## src/rtl/core/gbpm_pkg.sv

```systemverilog
// Shared types, constants and helpers of the grid ball presence match core.
package gbpm_pkg;

    localparam int MAX_POINTS = 1024;
    localparam int COORD_BITS = 24;
    localparam int ADDR_W     = $clog2(MAX_POINTS);
    localparam int CNT_W      = $clog2(MAX_POINTS + 1);
    localparam int GRID_IDX_W = 8;
    localparam int GRID_CNT_W = 9;
    localparam int CFG_IDX_W  = 3;
    localparam int CFG_DATA_W = COORD_BITS;
    localparam int PROD_W     = COORD_BITS + GRID_IDX_W;
    localparam int NOM_W      = PROD_W + 1;
    localparam int SQ_W       = 2 * COORD_BITS;
    localparam int DIST_W     = 48;
    localparam int INDEX_W    = 10;

    typedef enum logic [1:0] {
        CMD_LOAD   = 2'd0,
        CMD_CLEAR  = 2'd1,
        CMD_QUERY  = 2'd2,
        CMD_UNUSED = 2'd3
    } t_cmd_code;

    typedef enum logic [1:0] {
        STAT_OK      = 2'd0,
        STAT_EMPTY   = 2'd1,
        STAT_FULL    = 2'd2,
        STAT_OUTSIDE = 2'd3
    } t_status;

    typedef enum logic [CFG_IDX_W-1:0] {
        CFG_GRID_ROWS = 3'd0,
        CFG_GRID_COLS = 3'd1,
        CFG_START_X   = 3'd2,
        CFG_START_Y   = 3'd3,
        CFG_PITCH_X   = 3'd4,
        CFG_PITCH_Y   = 3'd5,
        CFG_MISS_DIST = 3'd6
    } t_cfg_idx;

    typedef enum logic [2:0] {
        ST_IDLE,
        ST_MUL,
        ST_ADD,
        ST_SCAN,
        ST_DRAIN
    } t_state;

    typedef struct packed {
        logic [1:0]            cmd;
        logic [COORD_BITS-1:0] point_x;
        logic [COORD_BITS-1:0] point_y;
        logic [GRID_IDX_W-1:0] grid_row;
        logic [GRID_IDX_W-1:0] grid_col;
    } t_req;

    typedef struct packed {
        logic [1:0]            status;
        logic [COORD_BITS-1:0] nominal_x;
        logic [COORD_BITS-1:0] nominal_y;
        logic                  ball_present;
        logic [DIST_W-1:0]     nearest_dist_sq;
        logic [INDEX_W-1:0]    nearest_index;
    } t_rsp;

    // Controller to datapath
    typedef struct packed {
        logic    load;
        logic    clear;
        logic    latch;
        logic    mul;
        logic    add;
        logic    scan_start;
        logic    scan_step;
        logic    emit;
        logic    emit_query;
        t_status status;
    } t_dp_cmd;

    // Datapath to controller
    typedef struct packed {
        logic empty;
        logic full;
        logic outside;
        logic last_addr;
        logic pipe_busy;
        logic out_free;
    } t_dp_stat;

    function automatic logic [COORD_BITS-1:0] sat_coord(input logic [NOM_W-1:0] v);
        logic [NOM_W-1:0] lim;
        lim = NOM_W'({COORD_BITS{1'b1}});
        return (v > lim) ? {COORD_BITS{1'b1}} : v[COORD_BITS-1:0];
    endfunction

    function automatic logic [DIST_W-1:0] sat_dist(input logic [SQ_W:0] v);
        logic [SQ_W:0] lim;
        lim = (SQ_W + 1)'({DIST_W{1'b1}});
        return (v > lim) ? {DIST_W{1'b1}} : v[DIST_W-1:0];
    endfunction

endpackage

```

## src/rtl/core/gbpm_ctrl.sv

```systemverilog
// Sequencer of the match core: request decode, nominal setup, scan and drain.
module gbpm_ctrl (
    input  logic                i_clk,
    input  logic                i_rst_n,
    input  logic                i_req_valid,
    input  logic [1:0]          i_req_cmd,
    input  gbpm_pkg::t_dp_stat  i_stat,
    output logic                o_req_ready,
    output gbpm_pkg::t_dp_cmd   o_cmd
);
    import gbpm_pkg::*;

    t_state r_state;
    t_state n_state;
    logic   accept;

    assign accept = i_req_valid && o_req_ready;

    always_ff @(posedge i_clk) begin
        if (!i_rst_n) begin
            r_state <= ST_IDLE;
        end else begin
            r_state <= n_state;
        end
    end

    always_comb begin
        n_state = r_state;
        case (r_state)
            ST_IDLE: begin
                if (accept && t_cmd_code'(i_req_cmd) == CMD_QUERY
                        && !i_stat.empty && !i_stat.outside) begin
                    n_state = ST_MUL;
                end
            end
            ST_MUL:   n_state = ST_ADD;
            ST_ADD:   n_state = ST_SCAN;
            ST_SCAN: begin
                if (i_stat.last_addr) begin
                    n_state = ST_DRAIN;
                end
            end
            ST_DRAIN: begin
                if (!i_stat.pipe_busy && i_stat.out_free) begin
                    n_state = ST_IDLE;
                end
            end
            default:  n_state = ST_IDLE;
        endcase
    end

    always_comb begin
        o_cmd       = '0;
        o_cmd.status = STAT_OK;
        o_req_ready = 1'b0;
        case (r_state)
            ST_IDLE: begin
                o_req_ready = i_stat.out_free;
                case (t_cmd_code'(i_req_cmd))
                    CMD_LOAD: begin
                        o_cmd.emit   = accept;
                        o_cmd.load   = accept && !i_stat.full;
                        o_cmd.status = i_stat.full ? STAT_FULL : STAT_OK;
                    end
                    CMD_CLEAR: begin
                        o_cmd.emit  = accept;
                        o_cmd.clear = accept;
                    end
                    CMD_QUERY: begin
                        if (i_stat.empty) begin
                            o_cmd.emit   = accept;
                            o_cmd.status = STAT_EMPTY;
                        end else if (i_stat.outside) begin
                            o_cmd.emit   = accept;
                            o_cmd.status = STAT_OUTSIDE;
                        end else begin
                            o_cmd.latch = accept;
                        end
                    end
                    default: ;
                endcase
            end
            ST_MUL:  o_cmd.mul = 1'b1;
            ST_ADD: begin
                o_cmd.add        = 1'b1;
                o_cmd.scan_start = 1'b1;
            end
            ST_SCAN: o_cmd.scan_step = 1'b1;
            ST_DRAIN: begin
                o_cmd.emit       = !i_stat.pipe_busy && i_stat.out_free;
                o_cmd.emit_query = !i_stat.pipe_busy && i_stat.out_free;
            end
            default: ;
        endcase
    end

    a_emit_slot: assert property (@(posedge i_clk) disable iff (!i_rst_n)
        o_cmd.emit |-> i_stat.out_free)
        else $error("result emitted while output register is occupied");

    a_scan_end: assert property (@(posedge i_clk) disable iff (!i_rst_n)
        (r_state == ST_SCAN && i_stat.last_addr) |=> r_state == ST_DRAIN)
        else $error("scan did not stop at the last stored point");

endmodule

```

## config.mk

```make
export PLATFORM = sky130hd
export DESIGN_NAME = gbpm_ctrl
export DESIGN_NICKNAME = d
export VERILOG_FILES = /design/src/rtl/core/gbpm_pkg.sv /design/src/rtl/core/gbpm_ctrl.sv
export SDC_FILE = /design/constraint.sdc
export NUM_CORES = 1
export LEC_CHECK = 0
export BUFFER_PORTS_ARGS = -buffer_cell sky130_fd_sc_hd__buf_2
export CAP_MARGIN = 20
export CORE_AREA = 2 2 39 41
export DETAILED_ROUTE_END_ITERATION = 10
export DIE_AREA = 0 0 41 43
export PLACE_DENSITY = 0.56
export SKIP_LAST_GASP = 1
export SLEW_MARGIN = 20
export SYNTH_ARGS = -nofsm -noshare
export SYNTH_HDL_FRONTEND = slang
export SYNTH_SLANG_ARGS = --single-unit
```

## constraint.sdc

```tcl
create_clock -name i_clk -period 1.9 [get_ports i_clk]
set_input_delay 0.19 -clock i_clk [delete_from_list [all_inputs] [get_ports i_clk]]
set_output_delay 0.19 -clock i_clk [all_outputs]
set_load 0.01 [all_outputs]
```

==> impl_metrics.tcl, run 1 <==
set metrics [dict create \
    outcome "complete, no violations" \
    fin_crit_sh_pct 92.4 \
    crit_path_top_delay_cell "or4_4" \
    synth_fa_ha_area_share_pct 0 \
    synth_area_um2 302 \
    cp_max_fo 9 \
    reg_top3 "r_state: 3 flops" \
    largest_reg_flops 3 \
    synth_edf_count 0 \
    grt_pass1_wl_um 1350 \
    post-route-util_pct 32.0 \
    p_per_area_nw_per_um2 505 \
    synth.distinct_cells 24 \
    dp_cells 74 \
    rsz0062_at_grt "no" \
    clock_skew_ps 2.22 \
    clk_pin_slew_ps 40 \
    wl_um 766 \
    grt_max_degree 11 \
    period_needed_ps 1760 \
    synth.most_common_cell "nor2_1" \
    endpoint_kind "primary output" \
    drt_iter0_drc 3 \
    hold_class "in2reg" \
    wire_per_inst_um 9.82 \
    wl_met3_um 35 \
    finalWorstSetupSlack_ps 144 \
    yosys_register_bits 3 \
    htree_levels 1 \
    antenna_found_initial 0 \
    synth-compound-area-share_pct 13.7 \
    hpwl_um 619 \
    critPathRequiredTime_ps 1710 \
    post-synth-top-area-cell "dfxtp_1" \
    power.total_mw 0.224 \
    die-area_um2 1760 \
    yosysSeqAreaShare_pct 19.9 \
    insertion_delay_ps 230 \
    synth_common_cells "5 x nor2_1, 3 x dfxtp_1, 3 x nand2_1, 3 x nand2b_1" \
    gp_congestion 0.763 \
    viasPerCell 4.45 \
    critical_path_buf_inv_count 1 \
    setup_viol 0 \
    io_pins 23 \
    fin_setup_tns_ps 0 \
    syn_inst 38 \
    slew_violations 0 \
    drc_errors 0 \
    irDropWorstVdd_v 0.000396 \
    num_rows 14 \
    holdWs_ps 179 \
    post-place-ws_ps 387 \
    io_buffers 22 \
    final_cells 78 \
    hold_viol_final 0 \
    p_leak_nw 0.212 \
    synth.avg_cell_area_um2 7.94 \
    synth-simple-area-share_pct 60.2 \
    first_global_vias 333 \
    nFillCells 156 \
    initial_core_util_pct 21.8 \
    timing.critical_path.cells "or4_4 > nor4_2 > buf_2" \
    first_pass_iters 3 \
    drtAntennaViolNets 0 \
    cts.sinks 3 \
    drt-met1-wl_um 349 \
    place_area_um2 417 \
    maxCapViolCount 0 \
    die-width_um 41 \
    slowest_delay_ps 560 \
    cts_resized 0 \
    drive_gt1_share_pct 48.4 \
    met2WireLength_um 372 \
    path_class "reg2out" \
    syn_nets 49 \
    worstSetupStartpointType "register" \
    synthMuxAreaShare_pct 0 \
    synth_ff_type "dfxtp_1" \
    antennaDiodeCount 0 \
    ys.warnings.count 0 \
    cts_tree "yes" \
    synth_top_area_share_pct 19.9 \
    cts.path.max_buffers 2 \
    cts_hold_buf 0 \
    crit_family "simple AND/OR/NAND/NOR gates" \
    vias 347 \
    worst_slew_pin_slew_ps 382 \
    largest-register "r_state" \
    grtUsageTotal_pct 11.1 \
    relSlewSlack_pct 74.2 \
    cts_root_buffer "clkbuf_4" \
    synth_top_family_by_area "simple AND/OR/NAND/NOR gates" \
    core_region_area_um2 1380 \
    area_delta_synth_final_pct 46.9 \
    synth_async_sr_flop_share_pct 0 \
    cts_made_buffers 3 \
    synth_xor_area_share_pct 0 \
    highest_layer "met4" \
    max_freq_mhz 570 \
    ys_top_cells_by_area "dfxtp_1 20%, nor4b_4 7.9%, nand2b_1 6.2%" \
    design_area_um2 443 \
    grt-ovfl-total 0 \
    nets 74 \
    arrival_ps 1570 \
    die-height_um 43 \
    post_cts_buffers 0 \
]
==> report_power, final <==
| part | internal (mW) | total (mW) | switching [mW] | leakage, nW |
|---|---|---|---|---|
| clock network | 0.0786 | 0.110 | 0.0316 | 0.0150 |
| logic | 0.0244 | 0.0476 | 0.0233 | 0.173 |
| registers | 0.0640 | 0.0658 | 0.00177 | 0.0242 |
==> layer usage <==
layer	track usage (%)	vias to the layer above
met5	0	-
met3	4.71	2
met1	14.4	148
met4	4.00	0
met2	15.9	7
li1	-	190
==> cell families (layout without fill, tap and decap cells) <==
| family | Yosys count | after routing |
|---|---|---|
| DFF | 3 | 3 |
| buffers and inverters | 3 | 27 |
| and+or+nand+nor | 26 | 26 |
| AOI/OAI and AO/OA | 6 | 6 |
==> path summary, 6_finish.rpt <==
path,start,cells past startpoint,slack [ps],end
min reg2reg,r_state[0],3,640,r_state[0]
min,i_rst_n,2,180,r_state[2]
max,r_state[0],3,140,o_cmd[10]
max reg2reg,r_state[0],3,780,r_state[2]
==> placed cells by master, fill, tap and decap left out <==
cell type,count
dfxtp_1,3
nor3b_1,2
nor3_1,1
a32oi_1,1
a21oi_1,1
and2_1,1
and3_1,1
clkbuf_1,1
nand2_1,3
inv_1,1
nand3b_1,1
buf_2,22
and2b_2,1
a31o_2,1
nor4b_1,2
or4_4,1
o32ai_1,1
nor2_1,5
clkbuf_4,3
nor4_2,1
o21ai_0,2
nor4b_4,1
nand2b_1,3
or2b_1,1
nand3_1,1
nor2b_1,1
==> cell type report <==
type | count | area [um^2] | share of cell area, %
inverters | 1 | 3.75 | 0.847
well taps | 16 | 20.0 | 4.52
multi-input cells | 32 | 223 | 50.3
flip-flops and latches | 3 | 60.1 | 13.6
repair buffers | 22 | 110 | 24.9
clock buffers | 4 | 26.3 | 5.93
Power figures use the tool's default switching activity.
==> inputs of run 2 (changes only) <==
--- a/config.mk
+++ b/config.mk
@@ -10,7 +10,7 @@
 export CORE_AREA = 2 2 39 41
 export DETAILED_ROUTE_END_ITERATION = 10
 export DIE_AREA = 0 0 41 43
-export PLACE_DENSITY = 0.56
+export PLACE_DENSITY = 0.59
 export SKIP_LAST_GASP = 1
 export SLEW_MARGIN = 20
 export SYNTH_ARGS = -nofsm -noshare
==> run 2 against run 1 <==
Wire length decreased by 1.7%. Critical path type unchanged. Cell count unchanged. Highest routed layer is now met3. Worst setup slack improved by 18 ps. Largest cell class unchanged. Sequential power about the same. Total power increased by 0.20%.
==> impl_metrics.tcl, run 2 (synthesis gave the netlist of run 1 again) <==
set metrics [dict create \
    arrival_ps 1550 \
    drtAntennaViolNets 0 \
    layout_common_cells "22 x buf_2, 5 x nor2_1" \
    cts_hold_buf 0 \
    wl_um 753 \
    cts_made_buffers 3 \
    whs_path_depth 2 \
    drc_errors 0 \
    cts.sinks 3 \
    first_global_vias 305 \
    die-area_um2 1760 \
    drt-met1-wl_um 323 \
    holdWs_ps 180 \
    antennaDiodeCount 0 \
    highest_layer "met3" \
    max_freq_mhz 575 \
    critPathRequiredTime_ps 1710 \
    nFillCells 150 \
    vias 351 \
    path_class "reg2out" \
    io_buffers 22 \
    hold-path-endpoint "r_state[2]" \
    rsz0062_at_grt "no" \
    grt_pass1_wl_um 1200 \
    cts_tree "yes" \
    largest_reg_flops 3 \
    num_rows 14 \
    rr_endpoint "r_state[0]" \
    clk_pin_slew_ps 40 \
    endpoint_kind "primary output" \
    gp_congestion 0.754 \
    die-width_um 41 \
    min_from "i_rst_n" \
    htree_levels 1 \
    wl_met3_um 37 \
    reg2reg_from "r_state[0]" \
    largest-register "r_state" \
    core_region_area_um2 1380 \
    relSlewSlack_pct 71.5 \
    nets 74 \
    worstSetupStartpointType "register" \
    slew_violations 0 \
    cts_resized 0 \
    cts_root_buffer "clkbuf_4" \
    hpwl_um 604 \
    worst_slew_pin_slew_ps 422 \
    irDropWorstVdd_v 0.000232 \
    p_per_area_nw_per_um2 506 \
    ff2ff_path_depth 3 \
    viasPerCell 4.50 \
    maxCapViolCount 0 \
    post_cts_buffers 0 \
    hold_class "in2reg" \
    grt_max_degree 11 \
    drt_iter0_drc 4 \
    clock_skew_ps 3.28 \
    grtUsageTotal_pct 10.2 \
    outcome "complete, no violations" \
    setup_viol 0 \
    layout_commonest_cell "buf_2" \
    wire_per_inst_um 9.65 \
    insertion_delay_ps 230 \
    io_pins 23 \
    initial_core_util_pct 21.8 \
    antenna_found_initial 0 \
    met2WireLength_um 392 \
    reg_top3 "r_state: 3 flops" \
    p_leak_nw 0.212 \
    reg2reg_slack_ps 770 \
    cts.path.max_buffers 2 \
    post-route-util_pct 32.0 \
    drive_gt1_share_pct 48.4 \
    area_delta_synth_final_pct 46.9 \
    grt-ovfl-total 0 \
    die-height_um 43 \
    hold_viol_final 0 \
    cp_max_fo 9 \
    fin_setup_tns_ps 0 \
    period_needed_ps 1740 \
    fin_crit_sh_pct 91.5 \
    first_pass_iters 2 \
]
run 2: power by group:
part           leakage, nW  switching [mW]  internal [mW]
Sequential          0.0242         0.00178         0.0640
Combinational        0.173          0.0230         0.0244
Clock               0.0150          0.0323         0.0787
Total                0.212          0.0570          0.167
run 2: cell type report:
cell class | count | area, um^2 | share of cell area, %
tap | 16 | 20.0 | 4.52
clock buffer | 4 | 26.3 | 5.93
sequential | 3 | 60.1 | 13.6
inverter | 1 | 3.75 | 0.847
timing repair buffer | 22 | 110 | 24.9
multi-input combinational | 32 | 223 | 50.3
run 2: worst max-delay path by stage:
stage | from | endpoint | cells past startpoint
final | r_state[0] | o_cmd[10] | 3
after detailed placement | r_state[0] | o_cmd[10] | 3
after floorplan | r_state[0] | o_cmd[3] | 3
after CTS | r_state[0] | o_cmd[10] | 3
after global placement | r_state[1] | o_cmd[10] | 3
after global routing | r_state[0] | o_cmd[10] | 3
run 2: layer usage:
layer / up-vias / track usage (%)
met1: 157 / 12.8
met2: 5 / 13.8
met5: - / 0
met3: 0 / 3.14
li1: 189 / -
met4: 0 / 8.00
run 2: critical path: stages (launching register included):
cell and delay [ps]:
dfxtp_1 380, or4_4 560, nor4_2 210, buf_2 170
run 2: per-stage QoR:
step / instance area (um^2) / worst slack [ps] / power (mW) / std cells
6_report: 443 / 162 / 0.224 / 78
5_1_grt: 443 / 67.6 / 0.245 / 78
4_1_cts: 443 / 148 / 0.232 / 78
3_5_place_dp: 417 / 404 / 0.114 / 74
3_3_place_gp: 417 / 422 / 0.114 / 74
2_1_floorplan: 302 / 427 / 0.0909 / 38
==> inputs of run 3 (changes only) <==
--- a/config.mk
+++ b/config.mk
@@ -6,11 +6,11 @@
 export NUM_CORES = 1
 export LEC_CHECK = 0
 export BUFFER_PORTS_ARGS = -buffer_cell sky130_fd_sc_hd__buf_2
-export CAP_MARGIN = 20
 export CORE_AREA = 2 2 39 41
 export DETAILED_ROUTE_END_ITERATION = 10
 export DIE_AREA = 0 0 41 43
 export PLACE_DENSITY = 0.59
+export REMOVE_ABC_BUFFERS = 1
 export SKIP_LAST_GASP = 1
 export SLEW_MARGIN = 20
 export SYNTH_ARGS = -nofsm -noshare
==> constraint.sdc (replaced) <==
create_clock -name i_clk -period 2.2 [get_ports i_clk]
set_input_delay 0.22 -clock i_clk [delete_from_list [all_inputs] [get_ports i_clk]]
set_output_delay 0.22 -clock i_clk [all_outputs]
set_load 0.01 [all_outputs]
==> run 3 against run 2 <==
Non-clock buffer count did not move. Critical path depth did not move. Largest power group unchanged. Cell count did not move. Highest routed layer unchanged. Wire length rose by 6.4%. Total power fell by 14%. Global-route usage fell by 1.0 points. Hold slack improved by 31 ps. Critical endpoint unchanged. Die area did not move.
==> impl_metrics.tcl, run 3 (synthesis gave the netlist of run 1 again) <==
set metrics [dict create \
    cp_max_fo 9 \
    nets 74 \
    hold_class "in2reg" \
    first_pass_iters 3 \
    drive_gt1_share_pct 48.4 \
    hold-path-endpoint "r_state[2]" \
    endpoint_kind "primary output" \
    rsz0062_at_grt "no" \
    cts.path.max_buffers 2 \
    gp_congestion 0.730 \
    post_cts_buffers 0 \
    post-route-util_pct 32.0 \
    hpwl_um 670 \
    whs_path_depth 2 \
    antennaDiodeCount 0 \
    cts_root_buffer "clkbuf_4" \
    critPathRequiredTime_ps 1980 \
    setup_viol 0 \
    area_delta_synth_final_pct 46.9 \
    cts.sinks 3 \
    wl_um 801 \
    reg_top3 "r_state: 3 flops" \
    die-height_um 43 \
    grt-ovfl-total 0 \
    max_freq_mhz 568 \
    vias 360 \
    die-area_um2 1760 \
    reg2reg_slack_ps 1090 \
    path_class "reg2out" \
    io_buffers 22 \
    fin_setup_tns_ps 0 \
    drc_errors 0 \
    finalWorstSetupSlack_ps 439 \
    maxCapViolCount 0 \
    num_rows 14 \
    slew_violations 0 \
    period_needed_ps 1760 \
    antenna_found_initial 0 \
    htree_levels 1 \
    min_from "i_rst_n" \
    viasPerCell 4.62 \
    ff2ff_path_depth 3 \
    grtUsageTotal_pct 9.23 \
    cts_resized 0 \
    relSlewSlack_pct 69.5 \
    holdWs_ps 211 \
    cts_made_buffers 3 \
    irDropWorstVdd_v 0.000191 \
    cts_tree "yes" \
    post-place-ws_ps 676 \
    initial_core_util_pct 21.8 \
    clock_skew_ps 1.14 \
    rr_endpoint "r_state[0]" \
    layout_common_cells "22 x buf_2, 5 x nor2_1" \
    insertion_delay_ps 230 \
    die-width_um 41 \
    wire_per_inst_um 10.3 \
    core_region_area_um2 1380 \
    clk_pin_slew_ps 40 \
    drt_iter0_drc 8 \
    grt_pass1_wl_um 1120 \
    largest-register "r_state" \
    p_leak_nw 0.212 \
    largest_reg_flops 3 \
    worst_slew_pin_slew_ps 451 \
    worstSetupStartpointType "register" \
    grt_max_degree 11 \
    cts_hold_buf 0 \
    p_per_area_nw_per_um2 436 \
    fin_crit_sh_pct 80.1 \
    nFillCells 167 \
    outcome "complete, no violations" \
    drtAntennaViolNets 0 \
    hold_viol_final 0 \
    layout_commonest_cell "buf_2" \
    first_global_vias 301 \
    reg2reg_from "r_state[0]" \
    arrival_ps 1540 \
    io_pins 23 \
]
[run 3: where the power goes]
group	switching [mW]	internal, mW	leakage [nW]	total [mW]
clock	0.0269	0.0679	0.0150	0.0948
combinational	0.0202	0.0211	0.173	0.0413
sequential	0.00153	0.0553	0.0242	0.0568
[run 3: worst max-delay path by stage]
stage	startpoint	endpoint	slack, ps	cells after the start
after CTS	r_state[0]	o_cmd[10]	430	3
after detailed placement	r_state[0]	o_cmd[10]	680	3
after global placement	r_state[0]	o_cmd[10]	690	3
after floorplan	r_state[0]	o_cmd[3]	700	3
final	r_state[0]	o_cmd[10]	440	3
after global routing	r_state[0]	o_cmd[10]	360	3
[run 3: layer usage]
layer	part of all wire, %	vias up	GRT usage, %
met4	0	0	6.00
li1	-	188	-
met5	0	-	0
met3	12	0	1.57
met2	48	18	16.3
met1	41	154	8.97
[run 3: final cells by class]
type / instances / area, um^2 / area share (%)
multi-input cells: 32 / 223 / 50.3
repair buffers: 22 / 110 / 24.9
flip-flops and latches: 3 / 60.1 / 13.6
well taps: 16 / 20.0 / 4.52
inverters: 1 / 3.75 / 0.847
clock buffers: 4 / 26.3 / 5.93
[run 3: critical path, stage by stage (launching register included)]
cell	delay, ps
dfxtp_1	380
or4_4	560
nor4_2	200
buf_2	160
[run 3: metrics by stage]
stage,area [um^2],power [mW],std cells
after CTS,443,0.199,78
after global routing,443,0.206,78
after global placement,417,0.0987,74
after detailed placement,417,0.0991,74
final,443,0.193,78
after floorplan,287,0.0777,36
